`config.mk`:
```
export PLATFORM = sky130hd
export DESIGN_NAME = rve_front
export DESIGN_NICKNAME = d
export VERILOG_FILES = /design/src/rtl/ribbon_vertex_expander_unit_assert.svh /design/src/rtl/rve_pkg.sv /design/src/rtl/rve_front.sv
export SDC_FILE = /design/constraint.sdc
export NUM_CORES = 1
export LEC_CHECK = 0
export BUFFER_PORTS_ARGS = -buffer_cell sky130_fd_sc_hd__buf_4
export CORE_MARGIN = 2
export CORE_UTILIZATION = 40
export DETAILED_ROUTE_END_ITERATION = 7
export HOLD_SLACK_MARGIN = 0.06
export PLACE_DENSITY = 0.66
export SLEW_MARGIN = 20
export SYNTH_ARGS = -nofsm -noshare
export SYNTH_HDL_FRONTEND = slang
export SYNTH_SLANG_ARGS = --single-unit
```
`constraint.sdc`:
```
create_clock -name clk -period 19.3 [get_ports clk]
set_input_delay 0.965 -clock clk [delete_from_list [all_inputs] [get_ports clk]]
set_output_delay 0.965 -clock clk [all_outputs]
set_load 0.005 [all_outputs]
```
`src/rtl/ribbon_vertex_expander_unit_assert.svh`:
```
// Assertion macros used by the ribbon vertex expander back end.
`ifndef RIBBON_VERTEX_EXPANDER_UNIT_ASSERT_SVH
`define RIBBON_VERTEX_EXPANDER_UNIT_ASSERT_SVH

// Check cons in the same cycle as ante.
`define RVE_ASSERT_NOW(label, ante, cons, msg) \
    label: assert property (@(posedge clk) disable iff (!rst_n) (ante) |-> (cons)) \
        else $error(msg);

// Check cons in the cycle after ante.
`define RVE_ASSERT_NEXT(label, ante, cons, msg) \
    label: assert property (@(posedge clk) disable iff (!rst_n) (ante) |=> (cons)) \
        else $error(msg);

`endif

```
`src/rtl/rve_pkg.sv`:
```
// Shared types and constants for the ribbon vertex expander.
package rve_pkg;

    localparam int COORD_BITS     = 32;
    localparam int TAN_BITS       = COORD_BITS + 1;
    localparam int WIDTH_BITS     = COORD_BITS - 1;
    localparam int COLOUR_BITS    = 32;
    localparam int SHRINK_BITS    = 30;
    localparam int MUL_BITS       = SHRINK_BITS + 2;
    localparam int PROD_BITS      = 2 * MUL_BITS;
    localparam int CROSS_BITS     = 2 * SHRINK_BITS + 1;
    localparam int SUM_BITS       = 2 * SHRINK_BITS + 2;
    localparam int ROOT_BITS      = SHRINK_BITS + 1;
    localparam int IN_FIELD_BITS  = 4 * COORD_BITS + WIDTH_BITS + COLOUR_BITS;
    localparam int IN_TDATA_BITS  = ((IN_FIELD_BITS + 7) / 8) * 8;
    localparam int OUT_FIELD_BITS = 4 * COORD_BITS + COLOUR_BITS;
    localparam int OUT_TDATA_BITS = ((OUT_FIELD_BITS + 7) / 8) * 8;
    localparam int CFG_INDEX_BITS = 2;
    localparam int QUEUE_DEPTH    = 2;
    localparam int QPTR_BITS      = $clog2(QUEUE_DEPTH);

    localparam logic [CFG_INDEX_BITS-1:0] REG_EYE_X = 2'd0;
    localparam logic [CFG_INDEX_BITS-1:0] REG_EYE_Y = 2'd1;
    localparam logic [CFG_INDEX_BITS-1:0] REG_EYE_Z = 2'd2;

    typedef struct packed {
        logic signed [COORD_BITS-1:0] x;
        logic signed [COORD_BITS-1:0] y;
        logic signed [COORD_BITS-1:0] z;
    } eye_t;

    // One element ready for expansion: position, tangent and attributes.
    typedef struct packed {
        logic signed [COORD_BITS-1:0] pos_x;
        logic signed [COORD_BITS-1:0] pos_y;
        logic signed [COORD_BITS-1:0] pos_z;
        logic signed [TAN_BITS-1:0]   tan_x;
        logic signed [TAN_BITS-1:0]   tan_y;
        logic signed [TAN_BITS-1:0]   tan_z;
        logic [WIDTH_BITS-1:0]        half_width;
        logic signed [COORD_BITS-1:0] tex_u;
        logic [COLOUR_BITS-1:0]       colour;
        logic                         last;
    } job_t;

    typedef struct packed {
        logic full;
        logic not_empty;
    } q_stat_t;

endpackage

```
`src/rtl/rve_front.sv`:
```
// Front end: accepts chain elements, keeps the window and queues expansion jobs.
module rve_front
    import rve_pkg::*;
(
    input  logic                     clk,
    input  logic                     rst_n,
    input  logic                     s_tvalid,
    output logic                     s_tready,
    input  logic [IN_TDATA_BITS-1:0] s_tdata,   // pos_x, pos_y, pos_z, half_width, tex_u,
                                                // colour_rgba, zero fill
    input  logic                     s_tlast,   // last_element
    input  q_stat_t                  q_stat,
    output logic                     push,
    output job_t                     push_job
);

    localparam logic [1:0] FILL_EMPTY = 2'd0;
    localparam logic [1:0] FILL_ONE   = 2'd1;
    localparam logic [1:0] FILL_TWO   = 2'd2;

    localparam int X_LSB = 0;
    localparam int Y_LSB = COORD_BITS;
    localparam int Z_LSB = 2 * COORD_BITS;
    localparam int W_LSB = 3 * COORD_BITS;
    localparam int U_LSB = W_LSB + WIDTH_BITS;
    localparam int C_LSB = U_LSB + COORD_BITS;
    localparam int SB    = COORD_BITS - 1;

    logic signed [COORD_BITS-1:0] np_x, np_y, np_z, nu;
    logic [WIDTH_BITS-1:0]        nw;
    logic [COLOUR_BITS-1:0]       nc;
    logic                         accept;
    job_t                         held_job, end_job;

    logic signed [COORD_BITS-1:0] win0_x_reg, win0_y_reg, win0_z_reg;
    logic signed [COORD_BITS-1:0] win1_x_reg, win1_y_reg, win1_z_reg;
    logic [WIDTH_BITS-1:0]        held_width_reg;
    logic signed [COORD_BITS-1:0] held_u_reg;
    logic [COLOUR_BITS-1:0]       held_colour_reg;
    logic [1:0]                   fill_reg, fill_next;
    logic                         pend_valid_reg, pend_valid_next;
    job_t                         pend_reg;

    assign np_x = s_tdata[X_LSB +: COORD_BITS];
    assign np_y = s_tdata[Y_LSB +: COORD_BITS];
    assign np_z = s_tdata[Z_LSB +: COORD_BITS];
    assign nw   = s_tdata[W_LSB +: WIDTH_BITS];
    assign nu   = s_tdata[U_LSB +: COORD_BITS];
    assign nc   = s_tdata[C_LSB +: COLOUR_BITS];

    assign s_tready = !pend_valid_reg && !q_stat.full;
    assign accept   = s_tvalid && s_tready;

    always_comb
    begin
        held_job.pos_x      = win1_x_reg;
        held_job.pos_y      = win1_y_reg;
        held_job.pos_z      = win1_z_reg;
        // one-sided difference while the held element opens the chain
        if (fill_reg == FILL_ONE)
        begin
            held_job.tan_x = $signed({np_x[SB], np_x}) - $signed({win1_x_reg[SB], win1_x_reg});
            held_job.tan_y = $signed({np_y[SB], np_y}) - $signed({win1_y_reg[SB], win1_y_reg});
            held_job.tan_z = $signed({np_z[SB], np_z}) - $signed({win1_z_reg[SB], win1_z_reg});
        end
        else
        begin
            held_job.tan_x = $signed({np_x[SB], np_x}) - $signed({win0_x_reg[SB], win0_x_reg});
            held_job.tan_y = $signed({np_y[SB], np_y}) - $signed({win0_y_reg[SB], win0_y_reg});
            held_job.tan_z = $signed({np_z[SB], np_z}) - $signed({win0_z_reg[SB], win0_z_reg});
        end
        held_job.half_width = held_width_reg;
        held_job.tex_u      = held_u_reg;
        held_job.colour     = held_colour_reg;
        held_job.last       = 1'b0;

        end_job.pos_x      = np_x;
        end_job.pos_y      = np_y;
        end_job.pos_z      = np_z;
        end_job.tan_x      = $signed({np_x[SB], np_x}) - $signed({win1_x_reg[SB], win1_x_reg});
        end_job.tan_y      = $signed({np_y[SB], np_y}) - $signed({win1_y_reg[SB], win1_y_reg});
        end_job.tan_z      = $signed({np_z[SB], np_z}) - $signed({win1_z_reg[SB], win1_z_reg});
        end_job.half_width = nw;
        end_job.tex_u      = nu;
        end_job.colour     = nc;
        end_job.last       = 1'b1;
    end

    always_comb
    begin
        fill_next       = fill_reg;
        pend_valid_next = pend_valid_reg;
        push            = 1'b0;
        push_job        = held_job;
        if (pend_valid_reg)
        begin
            // drain the chain's final job before taking a new transaction
            push_job = pend_reg;
            if (!q_stat.full)
            begin
                push            = 1'b1;
                pend_valid_next = 1'b0;
            end
        end
        else if (accept)
        begin
            if (fill_reg == FILL_EMPTY)
            begin
                fill_next = s_tlast ? FILL_EMPTY : FILL_ONE;
            end
            else
            begin
                push            = 1'b1;
                pend_valid_next = s_tlast;
                fill_next       = s_tlast ? FILL_EMPTY : FILL_TWO;
            end
        end
    end

    always_ff @(posedge clk or negedge rst_n)
    begin
        if (!rst_n)
        begin
            fill_reg       <= FILL_EMPTY;
            pend_valid_reg <= 1'b0;
        end
        else
        begin
            fill_reg       <= fill_next;
            pend_valid_reg <= pend_valid_next;
        end
    end

    always_ff @(posedge clk)
    begin
        if (accept && !s_tlast)
        begin
            win0_x_reg      <= win1_x_reg;
            win0_y_reg      <= win1_y_reg;
            win0_z_reg      <= win1_z_reg;
            win1_x_reg      <= np_x;
            win1_y_reg      <= np_y;
            win1_z_reg      <= np_z;
            held_width_reg  <= nw;
            held_u_reg      <= nu;
            held_colour_reg <= nc;
        end
        if (accept && s_tlast)
        begin
            pend_reg <= end_job;
        end
    end

endmodule

```
# Yosys cells after proc, flatten, opt, wreduce, memory -nomap -nowiden
# Index checks and enable logic that the tools add are counted.
[word_totals]
elab_cells = 50
output_inout_bits = 293
regBits = 580
in_bits = 198
[classes]
n_addsub = 6
n_eq_ne = 1
n_bitwise = 1
n_mux = 13
n_reduce_logical = 9
[ops]
columns = ["operator", "n"]
rows = [
  ["291-bit two-way mux", 1],
  ["32-bit by 32-bit subtractor with 33-bit output", 6],
  ["99-bit two-way mux", 1],
  ["1-bit two-way mux", 9],
  ["1-bit logical AND", 4],
  ["2-bit two-way mux", 2],
  ["1-bit logical NOT", 3],
  ["2-bit by 1-bit equality test with 1-bit output (second input constant)", 1],
  ["2-bit logical NOT", 1],
  ["2-bit AND reduction", 1],
  ["1-bit NOT", 1],
]

# Logic depth before layout (Yosys ltp)
[depth]
ltp_word = 5
depth_mapped = 13
depth_no_buf = 13

# Worst setup path after synthesis
# Ideal clock, no wire load.
[synth_timing]
path_kind = "in2reg"
start = "input q_stat[1] (netlist name)"
end = "register fill_reg[0]"
t_arrival_ps = 14032
required_time_ps = 19153
slack_ps = 5121
n_path_buf = 0
path_stages = 4
setup_time_ps = 147
path_cell_list = "nor2_1 nand2_1 nor2_1 a22o_1"
[synth_via]
elab_chain_len = 4
[synth_lines]
columns = ["element", "line", "text"]
rows = [
  ["start: declaration", "rve_front.sv:12", "input q_stat_t q_stat,"],
  ["1-bit logical NOT", "--", ""],
  ["1-bit logical AND", "rve_front.sv:51", "assign s_tready = !pend_valid_reg && !q_stat.full;"],
  ["1-bit logical AND", "rve_front.sv:52", "assign accept = s_tvalid && s_tready;"],
  ["2-bit AND reduction (no source line)", "--", ""],
  ["end signal: assignment", "rve_front.sv:129", "fill_reg <= fill_next;"],
  ["end: declaration", "rve_front.sv:40", "logic [1:0] fill_reg, fill_next;"],
]
# Every way passes these cells.
# A chain may end at the register's enable or synchronous reset.

==> impl_results.md <==
* Status: complete, no violations
* Reg area at 17400 um2
* Row count at just over 100
* F_max at 0.171 GHz
* Multi-input gate area at 12900 um2
* Data required time at the worst endpoint at around 18000 ps
* DP HPWL at about 61 mm
* Sequential-to-total area share from yosys stat at 55.2%
* Root Driver: clkbuf_16
* Inserted Clock Buffers at 67
* Compound-Gate Fraction of Synth Area at 16.1%
* Post-layout min period at 5840 ps
* Hold_buf cts at 0
* Die width at 285 um
* CTS Sinks at 580
* Slew HR at 22.8%
* Synthesized flop and latch total at 580
* Routed Antenna Nets at 0
* CP Launch Point: s_tdata[64]
* Worst hold path type: in2async
* Antenna cells at 0
* Power Density at just under 100 nW/um2
* Post-synth net total at 3145
* Mapped Area at approximately 32000 um2
* First DRT Iteration DRCs at 1437
* Pleak at 15.6 nW
* Flop-to-flop setup slack at 15220 ps
* Initial Util at 40.6%
* Setup ws final at 13460 ps
* Max reg flops at 290
* Area Growth Syn to Fin at 21.9%
* Core Area at 77700 um2
* Total grt overflow at 0
* Clk pin slew, worst setup/hold paths at 60 ps
* Final Cycle Share at 30.3%
* CTS tree: done
* Max-cap viol count at 0
* Clock Skews at 27.4 ps
* Asr flop ratio synth at 0.517%
* First-pass GRT wire length at approximately 130 mm
* Largest family of logic cells by synthesized area: compound AO/OA/AOI/OAI gates
* Reg2reg start: pend_valid_reg$_DFF_PN0_
* Pre-antenna DRT Iters at 5
* Slew @ Worst Pin at approximately 1200 ps
* Crit Path Max Fanout at 4
* Layout Nets at 3629
* Peak supply drop at 0.0000943 V
* Mux cell area share after synthesis at roughly 4.0%
* Max stage delay on crit path at 890 ps
* Final Hold Vio Count at 0
* Drt wl/cell at roughly 20 um
* Placer's final routability congestion estimate at around 0.91
* Post-CTS Setup Inserts at 0
* Layout cells sized above 1 at between 20% and 30%
* Count of final setup violators at 0
* Simple-Gate Fraction of Synth Area at 8.69%
* Post-synth EDFFs at roughly 580
* Top Ports at 491
* Critical Path Start Type: input port
* Post-cts gate resize count at 0
* Worst setup path category: in2out
* Clk_lat worst skew at 610 ps
* Worst path slowest cell: a2111oi_0
* Die area at around 81000 um2
* Yosys cell types at 84
* Dpl cells at 4204
* Antenna violations before repair at 2
* Mean Syn Cell Area at 11.5 um2
* Most used cell, CP: buf_4
* Final hold slack at 151 ps
* RSZ-0062 raised after global routing: false
* Worst R2R Path Depth at 6
* Post-route DRC violation count at 0
* Worst path cell trace: buf_4, inv_1, ha_1, fa_1, nor2b_1, o21a_1, o21ai_0, a21oi_1, o2111ai_1, a2111oi_0, o22ai_1, nor2_1, o41a_1, a221o_1, buf_4
* XOR/XNOR Fraction of Synth Area at under 10%
* Clock Path Buffers at 3
* Vias in the first global route at around 22000
* Fin Setup TNS at 0 ps
* Pre-CTS WS at around 13000 ps
* Syn Inst Count at approximately 2700
* Via count at 23037
* Routed WL at 86.2 mm
* Die Y at about 280 um
* Layout filler cell count at roughly 7000
* Final Non-Filler Cells at around 4300
* Final Max Tran Viols at 0
* Pin count of the biggest net entering global routing at 153
* Port Buf Inserts at about 490
* Max H-tree Level at 3
* Vias per Instance at 5.33
* Critical R2R Capture: held_u_reg[24]$_DFFE_PP_
* Crit path capture type: output port
* Yosys warnings at 0
* GR Util All Layers at 20.5%
* Post-synth top flop: edfxtp_1
* Post-Synth Adder-Cell Area at ~8%
* Worst Path Arrival at 4880 ps
-- metal layers --
metal / vias to the layer above / share of wire [%] / global-route usage [%]
met5: - / 0.030 / 0
met1: 11069 / 44 / 27.5
li1: 11163 / - / -
met4: 4 / 2.0 / 5.28
met3: 111 / 7.0 / 4.64
met2: 690 / 47 / 33.6
-- critical path, delay by kind of cell --
kind / cells / cell delay [ps]
compound gates: 8 / 2630
fa+ha+maj: 2 / 670
buf+inv: 3 / 310
simple gates: 2 / 300
-- cells in the mapped netlist (6+ instances only) --
library cell	instances	area, um2
o21a_1	38	285
clkbuf_1	78	293
inv_1	254	953
xor2_1	57	499
a2bb2oi_1	12	105
o211ai_1	15	113
a22oi_1	11	82.6
nand2_1	234	878
or2_2	13	81.3
nor2b_1	30	188
mux2_2	106	1190
o21ai_0	221	1110
a21oi_1	186	931
buf_1	6	22.5
nor3_1	31	155
o21bai_1	16	120
ha_1	192	2400
o311ai_0	7	61.3
a31oi_1	33	206
mux2i_1	7	70.1
a21o_1	101	758
a221oi_1	6	52.6
o31ai_1	7	52.6
and3_1	15	93.8
nor2_1	138	518
a21boi_0	6	45.0
o31a_1	8	70.1
or3_1	9	56.3
nand3_1	34	170
nand4_1	18	113
fa_1	6	120
xnor2_1	87	762
o2111ai_1	7	61.3
and2_1	9	56.3
nand2b_1	31	194
a211o_1	7	61.3
a221o_1	8	80.1
edfxtp_1	577	17300
a211oi_1	30	225
a31o_2	6	52.6
-- where the power goes --
part / internal, mW / switching [mW]
combinational: 0.440 / 0.567
clock: 0.682 / 0.538
sequential: 1.45 / 0.0172
-- how the worst max path moves through the flow --
stage	end	slack (ps)	depth (start not counted)
2_1_floorplan	fill_reg[0]$_DFFE_PN0P_	5120	4
3_3_place_gp	push_job[126]	13410	15
5_1_grt	push_job[192]	13240	15
4_1_cts	push_job[126]	13430	15
3_5_place_dp	push_job[126]	13470	15
6_report	push_job[126]	13460	15
-- area by class of cell --
class                           instances  area share (%)
Sequential cell                       580            45.3
Multi-Input combinational cell       1828            33.5
Timing Repair Buffer                  502            9.90
Clock buffer                           84            4.55
Tap cell                             1040            3.39
Inverter                              254            2.50
Clock inverter                         36           0.853
-- cells in the final DEF (no fill, tap or decap), types with 101 or more instances in the layout --
master    Yosys  final
mux2_2      106    106
inv_1       254    252
nor2_1      138    135
ha_1        192    192
a21o_1      101    101
a21oi_1     186    186
nand2_1     234    234
edfxtp_1    577    577
buf_4         1    499
o21ai_0     221    221
-- cells by family (layout without fill, tap and decap cells) --
kind of cell             after synthesis  in the layout
AO/OA/AOI/OAI                        782            782
XOR/XNOR                             144            144
buffers and inverters                341            876
adder cells (fa/ha/maj)              198            198
AND/OR/NAND/NOR                      591            591
multiplexers                         113            113
flip-flops                           580            580
-- stage by stage --
stage	total power, mW	util, %	cell area, um2
6_report	3.70	49.5	38400
4_1_cts	3.74	49.5	38400
3_3_place_gp	2.50	46.8	36400
3_5_place_dp	2.51	46.8	36400
2_1_floorplan	2.02	-	31500
5_1_grt	3.87	49.5	38400
Note: power is estimated with default switching activity, not from simulation.
