--- src/rtl/ribbon_vertex_expander_unit_assert.svh ---
// Assertion macros used by the ribbon vertex expander back end.
`ifndef RIBBON_VERTEX_EXPANDER_UNIT_ASSERT_SVH
`define RIBBON_VERTEX_EXPANDER_UNIT_ASSERT_SVH

// Check cons in the same cycle as ante.
`define RVE_ASSERT_NOW(label, ante, cons, msg) \
    label: assert property (@(posedge clk) disable iff (!rst_n) (ante) |-> (cons)) \
        else $error(msg);

// Check cons in the cycle after ante.
`define RVE_ASSERT_NEXT(label, ante, cons, msg) \
    label: assert property (@(posedge clk) disable iff (!rst_n) (ante) |=> (cons)) \
        else $error(msg);

`endif

--- src/rtl/rve_pkg.sv ---
// Shared types and constants for the ribbon vertex expander.
package rve_pkg;

    localparam int COORD_BITS     = 32;
    localparam int TAN_BITS       = COORD_BITS + 1;
    localparam int WIDTH_BITS     = COORD_BITS - 1;
    localparam int COLOUR_BITS    = 32;
    localparam int SHRINK_BITS    = 30;
    localparam int MUL_BITS       = SHRINK_BITS + 2;
    localparam int PROD_BITS      = 2 * MUL_BITS;
    localparam int CROSS_BITS     = 2 * SHRINK_BITS + 1;
    localparam int SUM_BITS       = 2 * SHRINK_BITS + 2;
    localparam int ROOT_BITS      = SHRINK_BITS + 1;
    localparam int IN_FIELD_BITS  = 4 * COORD_BITS + WIDTH_BITS + COLOUR_BITS;
    localparam int IN_TDATA_BITS  = ((IN_FIELD_BITS + 7) / 8) * 8;
    localparam int OUT_FIELD_BITS = 4 * COORD_BITS + COLOUR_BITS;
    localparam int OUT_TDATA_BITS = ((OUT_FIELD_BITS + 7) / 8) * 8;
    localparam int CFG_INDEX_BITS = 2;
    localparam int QUEUE_DEPTH    = 2;
    localparam int QPTR_BITS      = $clog2(QUEUE_DEPTH);

    localparam logic [CFG_INDEX_BITS-1:0] REG_EYE_X = 2'd0;
    localparam logic [CFG_INDEX_BITS-1:0] REG_EYE_Y = 2'd1;
    localparam logic [CFG_INDEX_BITS-1:0] REG_EYE_Z = 2'd2;

    typedef struct packed {
        logic signed [COORD_BITS-1:0] x;
        logic signed [COORD_BITS-1:0] y;
        logic signed [COORD_BITS-1:0] z;
    } eye_t;

    // One element ready for expansion: position, tangent and attributes.
    typedef struct packed {
        logic signed [COORD_BITS-1:0] pos_x;
        logic signed [COORD_BITS-1:0] pos_y;
        logic signed [COORD_BITS-1:0] pos_z;
        logic signed [TAN_BITS-1:0]   tan_x;
        logic signed [TAN_BITS-1:0]   tan_y;
        logic signed [TAN_BITS-1:0]   tan_z;
        logic [WIDTH_BITS-1:0]        half_width;
        logic signed [COORD_BITS-1:0] tex_u;
        logic [COLOUR_BITS-1:0]       colour;
        logic                         last;
    } job_t;

    typedef struct packed {
        logic full;
        logic not_empty;
    } q_stat_t;

endpackage

--- src/rtl/rve_queue.sv ---
// Two-entry job queue between the element front end and the vertex back end.
module rve_queue
    import rve_pkg::*;
(
    input  logic    clk,
    input  logic    rst_n,
    input  logic    push,
    input  job_t    push_job,
    input  logic    pop,
    output job_t    head,
    output q_stat_t stat
);

    job_t                   slot_reg [QUEUE_DEPTH];
    logic [QPTR_BITS-1:0]   wr_ptr_reg, wr_ptr_next;
    logic [QPTR_BITS-1:0]   rd_ptr_reg, rd_ptr_next;
    logic [QPTR_BITS:0]     count_reg, count_next;

    always_comb
    begin
        wr_ptr_next = wr_ptr_reg;
        rd_ptr_next = rd_ptr_reg;
        count_next  = count_reg;
        if (push)
        begin
            wr_ptr_next = wr_ptr_reg + 1'b1;
        end
        if (pop)
        begin
            rd_ptr_next = rd_ptr_reg + 1'b1;
        end
        case ({push, pop})
            2'b10:   count_next = count_reg + 1'b1;
            2'b01:   count_next = count_reg - 1'b1;
            default: count_next = count_reg;
        endcase
    end

    always_ff @(posedge clk or negedge rst_n)
    begin
        if (!rst_n)
        begin
            wr_ptr_reg <= '0;
            rd_ptr_reg <= '0;
            count_reg  <= '0;
        end
        else
        begin
            wr_ptr_reg <= wr_ptr_next;
            rd_ptr_reg <= rd_ptr_next;
            count_reg  <= count_next;
        end
    end

    always_ff @(posedge clk)
    begin
        if (push)
        begin
            slot_reg[wr_ptr_reg] <= push_job;
        end
    end

    assign head           = slot_reg[rd_ptr_reg];
    assign stat.full      = (count_reg == (QPTR_BITS+1)'(QUEUE_DEPTH));
    assign stat.not_empty = (count_reg != '0);

endmodule

--- config.mk ---
export PLATFORM = sky130hd
export DESIGN_NAME = rve_queue
export DESIGN_NICKNAME = d
export VERILOG_FILES = /design/src/rtl/ribbon_vertex_expander_unit_assert.svh /design/src/rtl/rve_pkg.sv /design/src/rtl/rve_queue.sv
export SDC_FILE = /design/constraint.sdc
export NUM_CORES = 1
export LEC_CHECK = 0
export BUFFER_PORTS_ARGS = -buffer_cell sky130_fd_sc_hd__buf_2
export CAP_MARGIN = 20
export CORE_ASPECT_RATIO = 0.7
export CORE_MARGIN = 5
export CORE_UTILIZATION = 32
export DETAILED_ROUTE_END_ITERATION = 12
export HOLD_SLACK_MARGIN = 0.1
export PLACE_DENSITY = 0.62
export SKIP_CTS_REPAIR_TIMING = 1
export SYNTH_ARGS = -nofsm -noshare
export SYNTH_HDL_FRONTEND = slang
export SYNTH_SLANG_ARGS = --single-unit
--- constraint.sdc ---
create_clock -name clk -period 13.95 [get_ports clk]
set_input_delay 2.0925 -clock clk [delete_from_list [all_inputs] [get_ports clk]]
set_output_delay 2.0925 -clock clk [all_outputs]
set_load 0.01 [all_outputs]
# After elaboration in Yosys (flattened, before gate mapping)
# Memory sizes are Yosys's and may differ from the RTL's.
# Index checks and enable logic that the tools add are counted.
# Widths: inputs -> output; s select.
dict set report word_totals {
  latchBits 0
  memories 1
  word_cells 16
  romBits 0
  ram_bits 582
  output_inout_bits 293
  in_bits 295
  regBits 4
}
# name depth width read_ports rd_clocked_by_memory_dff write_ports line
set memory_table {}
lappend memory_table {slot_reg 2 291 1 0 1 rve_queue.sv:14} ;# job_t slot_reg [QUEUE_DEPTH];
dict set report classes {
  div 0
  n_addsub 4
  mul 0
  n_mux 3
  bitwise_logic 0
  reduce_logical 2
  eq_ne 3
  magnitude_cmp 0
  n_shift 0
}
# op n
set ops {}
lappend ops {{$eq 2x2->1 const B} 2}
lappend ops {{$pmux 2 s2} 1}
lappend ops {{$reduce_bool 2->1} 2}
lappend ops {{$add 1x1->1 const B} 2}
lappend ops {{$add 2x1->2 const B} 1}
lappend ops {{$eq 2x1->1 const B} 1}
lappend ops {{$mux 1} 2}
lappend ops {{$sub 2x1->2 const B} 1}

# Depth between registers and ports, before layout
# Gate-level depths: netlist of run 1.
dict set report depth {
  word_depth 2
  depth_mapped 5
}

# Worst setup path before layout of run 1
# Ideal clock, no wire load.
dict set report synth_path {
  path_kind {input -> register}
  from {in push}
  to {mem slot_reg[0][0] in the netlist's numbering, enable pin}
  slack_ns -1.336
  t_required_ns 12.993
  setup_ns 0.957
  cell_stages 2
  path_buffers 0
  arrival_time_ns 14.328
  cell_sequence {inv_1 -> nor2_1}
}
dict set report synth_via {
  elab_chain_cells 2
}
# item line
set synth_rtl {}
lappend synth_rtl {{start, declared} rve_queue.sv:7} ;# input logic push,
lappend synth_rtl {{$mux 1} rve_queue.sv:57} ;# if (push)
lappend synth_rtl {{$mux 1 (not written as such)} rve_queue.sv:59} ;# slot_reg[wr_ptr_reg] <= push_job;
lappend synth_rtl {{end, declared} rve_queue.sv:14}
# Every way passes these cells.

==> results of run 1 <==
[stage by stage]
| stage | power [mW] | hold slack [ns] |
|---|---|---|
| after floorplan | 3.54 | 0.447 |
| after detailed placement | 4.00 | 0.525 |
| after global placement | 3.98 | 0.505 |
| after CTS | 5.50 | 0.557 |
| final | 5.40 | 0.549 |
| after global routing | 5.68 | 0.574 |
[cell type report]
type                    instances  share of cell area [%]
flip-flops and latches        586                    65.3
multi-input cells             302                    12.5
repair buffers                598                    11.3
clock buffers                  68                    5.45
well taps                     891                    4.14
clock inverters                32                    1.16
diodes                          6                  0.0558
inverters                       1                  0.0139
[worst max path at each step]
| stage | to | slack [ns] | start | cells past startpoint |
|---|---|---|---|---|
| floorplan | slot_reg[0][0] | 3.77 | push | 2 |
| detailed placement | slot_reg[0][76] | 8.51 | push | 5 |
| global route | head[36] | 8.44 | rd_ptr_reg | 3 |
| CTS | head[36] | 8.55 | rd_ptr_reg | 3 |
| global placement | slot_reg[0][15] | 8.61 | push | 5 |
| finish | head[36] | 8.61 | rd_ptr_reg | 3 |
[cell families after synthesis]
logic type	synth area share, %
XOR/XNOR	0.206
adder cells (fa/ha/maj)	0.0587
multiplexers	15.4
buffers and inverters	1.68
AND/OR/NAND/NOR	0.123
flip-flops	82.5
[where the power goes]
part / internal, mW / leakage [nW] / total, mW / switching (mW)
logic: 0.673 / 3.56 / 1.49 / 0.817
clock network: 0.855 / 0.847 / 1.47 / 0.615
registers: 2.34 / 5.51 / 2.45 / 0.108
[layer usage]
| metal | vias up | track usage (%) | part of all wire (%) |
|---|---|---|---|
| li1 | 4949 | - | - |
| met1 | 5370 | 14.8 | 40 |
| met2 | 421 | 20.1 | 49 |
| met3 | 80 | 4.73 | 8.9 |
| met4 | 12 | 3.46 | 2.1 |
| met5 | - | 0 | 0.16 |
[cells in the final DEF, fill, tap and decap left out, types with 6 or more instances in the layout]
cell type / synthesis / routed
clkbuf_1: 0 / 11
mux2_2: 291 / 291
clkbuf_16: 0 / 57
clkinv_1: 0 / 12
buf_4: 0 / 9
edfxtp_1: 582 / 582
clkinv_2: 0 / 7
buf_2: 1 / 587
clkinvlp_4: 0 / 7
bufinv_16: 0 / 6
diode_2: 0 / 6
[worst register-to-register path, stage by stage, from the launching register on]
cell and delay [ns]:
dfrtp_1 0.43, nor2_4 0.20, buf_12 0.24, buf_4 0.72
buf_4 0.97
==> reports/results.txt, run 1 <==
Buffers & Inverters on Critical Path -> 2
Setup TNS -> 0 ns
Vias in the first global route -> 11.4k
Residual DRC -> 0
Grt total ovfl -> 0
Antenna violations before repair -> 11
Final instance area -> 0.0269 mm²
CP delay by family, top -> flip-flops
Hold EP -> count_reg[1]
Most common cell in the synthesized netlist -> edfxtp_1
Largest net degree at the start of global routing -> 153
Die span in x -> 318 µm
Max_slew headroom -> 29.6%
Layout cell share with drive strength beyond 1 -> 61.1%
Final ANT Viol Nets -> 0
Top post-synthesis cells by area -> edfxtp_1 82%, mux2_2 15%, buf_6 1.6%
Reg area -> 0.0176 mm²
Final hold violation count -> 0
Cell count after synthesis -> 921
Tmin final -> 5.34 ns
Number of synthesized flops with an enable pin -> 582
First-pass GRT wire length -> 67700 µm
Worst-Margin Slew -> 1.06 ns
Std-Cell Rows -> 79
Setup-failing EPs final -> 0
Initial core utilization -> 32.2%
Outcome -> finished clean
Reg2reg start -> wr_ptr_reg
Worst Hold Launch -> count_reg[1]
R2R Path End -> slot_reg[0][11]
Fin. max-slew vios -> 0
Post-synthesis average cell area -> 23.1 µm²
Worst path required time -> 11.86 ns
Period utilization -> 38.3%
Final non-filler cell total -> 2484
Multi-input gate area -> 0.00337 mm²
Crit path kind -> flip-flop to primary output
Synth Register Bits -> 586
Unrepaired setup endpoints after global routing -> no
Iteration-0 DRC count of the detailed router -> 586
Startpoint types -> flip-flop
CTS tree -> done
Hold path depth -> 1
Fillers -> 6055
GRT Resource Usage Total -> 12.1%
Synth top cells by count -> 582 x edfxtp_1, 291 x mux2_2, 31 x buf_6, 4 x dfrtp_1, 3 x xor2_1
Register area share after synthesis -> 82.5%
Max Fanout on Critical Path -> 72
Root buffer cell -> clkbuf_16
CTS sink count -> 586
DPL Wire Length -> 31600 µm
CP Capture Type -> primary output
CP Cell Sequence -> buf_4, mux2_2, buf_2
Largest stage delay, worst path -> 1.05 ns
Io pins -> 588
Final WS setup -> 8.61 ns
Layout area overhead -> 26.4%
Power density over the cells -> 201 mW/mm²
Mapped Nets -> 1217
H-tree Lvls -> 2
Arr. time, crit path -> 3.25 ns
DRT Wirelength -> 46300 µm
Area leader, netlist -> edfxtp_1
Max-cap viol count -> 0
CTS Buffer Depth -> 3
Fin util -> 40.6%
Distinct cells, synth -> 13
Wire per inst -> 18.6 µm
Dpl cell area -> 0.0251 mm²
I/O Buffers -> 587
TritonRoute pass-1 iters -> 4
Leak -> 9.91 nW
Die ar. -> 0.0719 mm²
Worst hold path class -> flip-flop to flip-flop
Core area -> 0.0662 mm²
Worst-path clk slew -> 0.06 ns
Number of buffers created by CTS -> 56
Layout Skew -> 0.0108 ns
Post-synth ARST share -> 0.683%
Yosys top cell area share -> 82.1%
Top FF cell, synth -> edfxtp_1
Final nets -> 1841
GP Congestion -> 0.781
Avg Vias per Cell -> 4.36
Syn Std Cell Area -> 0.0213 mm²
Peak VDD IR -> 0.159 mV
Die H -> 226 µm
DP Worst Slack -> 8.51 ns
Inst Count DP -> 2377
Fmax -> 187 MHz
FF-to-FF path depth -> 4
Reg2reg setup slack -> 10.93 ns
Max reg flops -> 582
Highest-delay cell along the critical path -> dfrtp_4
Synth warn -> 0
Vias -> 10.8k
Clk_lat worst skew -> 0.59 ns
No activity file was read; power rests on OpenSTA's default activity.
==> run 2: changes to the inputs <==
ABC_AREA = 1   (was unset)
PLACE_DENSITY = 0.6   (was 0.62)
clock period = 5.3 ns   (was 13.95 ns; I/O delays follow)
==> run 2 against run 1 <==
Non-clock buffer count is 17 higher. Combinational power grew to 2.8 times the previous value. Sequential power grew to 2.6 times the previous value. Synthesized cell count is 68% higher. Clock power grew to 2.6 times the previous value. Final cell count is 25% higher. Register-to-register slack worse by 8.1 ns. Largest power group unchanged.
==> reports/results.txt, run 2 <==
Post-synthesis average cell area -> 14.2 µm²
Vias in the first global route -> 13.3k
Synth Area in Adders -> 0.0572%
Worst-Margin Slew -> 1.02 ns
Switching part of the total power -> 33.2%
Initial core utilization -> 32.2%
Most frequent cells in the layout -> 587 x buf_2, 582 x edfxtp_1, 296 x nand2_1
Worst-path clk slew -> 0.07 ns
Crit path kind -> flip-flop to primary output
I/O Buffers -> 587
Layout cell share with drive strength beyond 1 -> 31.7%
Switch Pwr -> 4.81 mW
Fillers -> 6304
Synth top cells by count -> 582 x edfxtp_1, 297 x inv_1, 297 x nand2_1, 216 x o21ai_0, 75 x o21ai_1
Synth Register Bits -> 586
Antenna violations before repair -> 11
Clk_lat worst skew -> 0.60 ns
Reg area -> 0.0176 mm²
Layout area overhead -> 25.7%
Io pins -> 588
Core area -> 0.0679 mm²
Top post-synthesis cells by area -> edfxtp_1 80%, inv_1 5.1%, nand2_1 5.1%
Vias -> 13.2k
Most common cell in the synthesized netlist -> edfxtp_1
Hold WS -> 0.376 ns
GP Congestion -> 0.806
Area leader, netlist -> edfxtp_1
Residual DRC -> 0
Iteration-0 DRC count of the detailed router -> 888
Layout Skew -> 0.0184 ns
Final ANT Viol Nets -> 0
Multiplexer share of the synthesized area -> 0%
TritonRoute pass-1 iters -> 4
Max_slew headroom -> 32.2%
Power Total -> 14.5 mW
Max reg flops -> 582
Leak -> 11.5 nW
Mapped Nets -> 1840
First-pass GRT wire length -> 77500 µm
Clock share of power -> 26.2%
Worst hold path class -> input port to flip-flop
Register area share after synthesis -> 80.4%
Fin util -> 40.5%
Largest net degree at the start of global routing -> 127
Final hold violation count -> 0
Power density over the cells -> 528 mW/mm²
Unrepaired setup endpoints after global routing -> no
Setup-failing EPs final -> 0
Grt total ovfl -> 0
CTS Buffer Depth -> 3
Max-cap viol count -> 0
Die span in x -> 322 µm
Synth warn -> 0
Final non-filler cell total -> 3104
Yosys top cell area share -> 80.0%
Period utilization -> 65.0%
Fin. max-slew vios -> 0
CTS sink count -> 586
Worst path required time -> 4.51 ns
Distinct cells, synth -> 16
Wire per inst -> 16.5 µm
Cell count after synthesis -> 1544
GRT Resource Usage Total -> 13.3%
Root buffer cell -> clkbuf_16
DRT Wirelength -> 51300 µm
Peak VDD IR -> 0.351 mV
Final nets -> 2447
Number of buffers created by CTS -> 55
Multi-input gate area -> 0.00265 mm²
H-tree Lvls -> 2
Outcome -> finished clean
Most common cell after layout, fill and taps aside -> buf_2
Combinational family with the most area after synthesis -> buffers and inverters
Number of synthesized flops with an enable pin -> 582
DPL Wire Length -> 36000 µm
Startpoint types -> flip-flop
Syn Std Cell Area -> 0.0219 mm²
Fmax -> 290 MHz
Avg Vias per Cell -> 4.26
Arr. time, crit path -> 2.65 ns
Synth Area in Compound Gates -> 6.66%
Xor and xnor fraction of the mapped netlist area -> 0.120%
Combinational Power Share -> 29.3%
CP Capture Type -> primary output
Int Power -> 9.69 mW
CTS tree -> done
Tmin final -> 3.45 ns
Post-synthesis simple-gate area fraction -> 5.19%
Max Fanout on Critical Path -> 126
Die ar. -> 0.0737 mm²
Top FF cell, synth -> edfxtp_1
Die H -> 229 µm
Sequential power share -> 44.5%
Inst Count DP -> 2995
Post-synth ARST share -> 0.683%
Std-Cell Rows -> 80
## run 2: critical path, stage by stage, from the launching register on
cell and delay, ns:
dfrtp_4 1.07, buf_12 0.43, nand2_1 0.09, o21ai_0 0.14, buf_2 0.20
## run 2: final timing paths
| path | start | end | slack (ns) | depth (start not counted) |
|---|---|---|---|---|
| worst max-delay path | rd_ptr_reg | head[27] | 1.85 | 4 |
| worst min-delay path | push_job[263] | slot_reg[0][263] | 0.38 | 1 |
| worst max register to register | wr_ptr_reg | slot_reg[1][215] | 2.88 | 3 |
| worst min register to register | count_reg[1] | count_reg[1] | 0.49 | 2 |
| max in group asynchronous | rst_n | rd_ptr_reg | 4.58 | 2 |
| min in group asynchronous | rst_n | count_reg[1] | 0.58 | 2 |
## run 2: layer usage
metal,wire length (µm),global-route usage (%)
met5,25,0
met1,20600,16.6
met2,25600,22.6
met4,1210,3.84
met3,3960,3.90
## run 2: cells by family (layout without fill, tap and decap cells)
group / after synthesis / in the layout
fa+ha+maj: 1 / 1
other cells: 0 / 7
xor+xnor: 3 / 3
simple gates: 301 / 301
buf+inv: 362 / 1013
flops: 586 / 586
compound gates: 291 / 291
## run 2: layout make-up
class	instances	share of cell area, %
inverters	297	4.12
flip-flops and latches	586	64.0
well taps	902	4.11
multi-input cells	596	9.66
diodes	7	0.0638
clock inverters	35	1.04
clock buffers	66	5.24
repair buffers	615	11.8
## run 2: stage by stage
stage | area (µm²) | setup TNS, ns | worst slack [ns]
finish | 27500 | 0 | 1.85
global route | 27500 | 0 | 1.61
CTS | 27400 | 0 | 1.76
floorplan | 21900 | -149.69 | -0.288
global placement | 25700 | 0 | 2.48
detailed placement | 25700 | 0 | 2.44
## run 2: power groups by stage
stage               Clock [mW]  Combinational [mW]  Sequential (mW)
floorplan                    0                2.62             6.55
global placement             0                4.29             6.53
detailed placement           0                4.33             6.56
CTS                       3.93                4.35             6.47
global route              4.15                4.70             6.53
finish                    3.80                4.24             6.46
==> run 3: changes to the inputs <==
clock period = 3.4 ns   (was 5.3 ns; I/O delays follow)
==> run 3 against run 2 <==
Via count increased by 9.7%. Routed wire length up 6.9%. First-iteration DRC count fell by 1.8%. Combinational power up 68%. Non-clock buffer count grew 300. Critical path type unchanged. Largest cell class unchanged. Largest power group unchanged. Highest routed layer is now met4.
==> reports/results.txt, run 3 (same netlist as run 2, synthesis figures left out) <==
Outcome -> finished clean
Initial core utilization -> 32.2%
I/O Buffers -> 587
Clk_lat worst skew -> 0.60 ns
Layout cell share with drive strength beyond 1 -> 28.5%
DPL Wire Length -> 36300 µm
Setup-failing EPs final -> 0
Fin. max-slew vios -> 0
Startpoint types -> flip-flop
Avg Vias per Cell -> 4.26
Reg2reg setup slack -> 1.69 ns
Hold EP -> slot_reg[1][99]
Period utilization -> 85.5%
H-tree Lvls -> 2
Die H -> 229 µm
Fillers -> 6030
Final ANT Viol Nets -> 0
DRT Wirelength -> 54800 µm
Highest-delay cell along the critical path -> dfrtp_4
Std-Cell Rows -> 80
Power density over the cells -> 770 mW/mm²
Wire per inst -> 16.1 µm
Peak VDD IR -> 0.412 mV
Io pins -> 588
CTS sink count -> 586
Most common cell after layout, fill and taps aside -> buf_2
Fin util -> 45.2%
Worst path required time -> 2.89 ns
Root buffer cell -> clkbuf_16
Arr. time, crit path -> 2.40 ns
Multi-input gate area -> 0.00265 mm²
R2R Path End -> slot_reg[1][277]
Layout Skew -> 0.00974 ns
Final hold violation count -> 0
Most frequent cells in the layout -> 587 x buf_2, 582 x edfxtp_1, 296 x nand2_1
Final WS setup -> 0.493 ns
Vias in the first global route -> 13.5k
Vias -> 14.5k
Core area -> 0.0679 mm²
Antenna violations before repair -> 3
CP Cell Sequence -> buf_4, nand2_1, o21ai_0, buf_2
Largest stage delay, worst path -> 0.99 ns
Die span in x -> 322 µm
Max-cap viol count -> 0
Worst-Margin Slew -> 0.893 ns
Hold path depth -> 1
Max Fanout on Critical Path -> 63
Worst-path clk slew -> 0.06 ns
Unrepaired setup endpoints after global routing -> no
Grt total ovfl -> 0
GP Congestion -> 0.797
Fmax -> 344 MHz
Worst Hold Launch -> push_job[99]
Iteration-0 DRC count of the detailed router -> 872
FF-to-FF path depth -> 3
Max reg flops -> 582
GRT Resource Usage Total -> 13.3%
DP Worst Slack -> 1.06 ns
CTS tree -> done
First-pass GRT wire length -> 76600 µm
Layout area overhead -> 40.4%
Reg area -> 0.0176 mm²
CTS Buffer Depth -> 3
Reg2reg start -> wr_ptr_reg
CP Capture Type -> primary output
Largest net degree at the start of global routing -> 129
Die ar. -> 0.0737 mm²
Final nets -> 2749
Worst hold path class -> input port to flip-flop
TritonRoute pass-1 iters -> 5
Number of buffers created by CTS -> 57
Residual DRC -> 0
Leak -> 12.9 nW
Tmin final -> 2.91 ns
Max_slew headroom -> 40.4%
Crit path kind -> flip-flop to primary output
-- run 3: power by group --
part | leakage (nW) | internal, mW | switching [mW] | total (mW)
sequential | 5.51 | 9.58 | 0.469 | 10.1
combinational | 6.46 | 2.55 | 4.59 | 7.14
clock | 0.938 | 3.83 | 2.61 | 6.44
-- run 3: worst max path at each step --
stage,start,end,slack [ns]
floorplan,push,slot_reg[1][0],-1.89
global placement,rd_ptr_reg,head[263],1.11
detailed placement,rd_ptr_reg,head[222],1.06
CTS,rd_ptr_reg,head[222],0.35
global route,rd_ptr_reg,head[222],0.26
finish,rd_ptr_reg,head[270],0.49
-- run 3: critical path: cells and delay by family (launching register included) --
family	cells	cell delay [ns]
DFF	1	0.99
AOI/OAI and AO/OA	1	0.11
and+or+nand+nor	1	0.10
buffers and inverters	2	0.57
-- run 3: per-stage QoR --
step | std cells | hold slack, ns | power (mW) | area, µm² | setup TNS [ns]
finish | 3404 | 0.151 | 23.6 | 30700 | 0
global route | 3403 | 0.101 | 25.0 | 30700 | 0
CTS | 3109 | -0.278 | 23.7 | 27800 | 0
detailed placement | 3005 | 0.404 | 17.2 | 25800 | 0
global placement | 3005 | 0.405 | 17.0 | 25800 | 0
floorplan | 1544 | 0.214 | 14.3 | 21900 | -1086.49
-- run 3: area by class of cell --
class | count | area share, %
Inverter | 297 | 3.69
Clock inverter | 36 | 1.30
Tap cell | 902 | 3.68
Clock buffer | 68 | 4.92
Antenna cell | 4 | 0.0326
Multi-Input combinational cell | 596 | 8.65
Sequential cell | 586 | 57.3
Timing Repair Buffer | 915 | 20.4
-- run 3: layer usage --
metal  vias to the layer above  GRT usage (%)  part of all wire, %
li1                       7045              -                    -
met1                      6919           15.6                   39
met2                       447           23.4                   51
met3                        98           4.27                  7.2
met4                         0           3.97                  2.3
met5                         -              0                    0
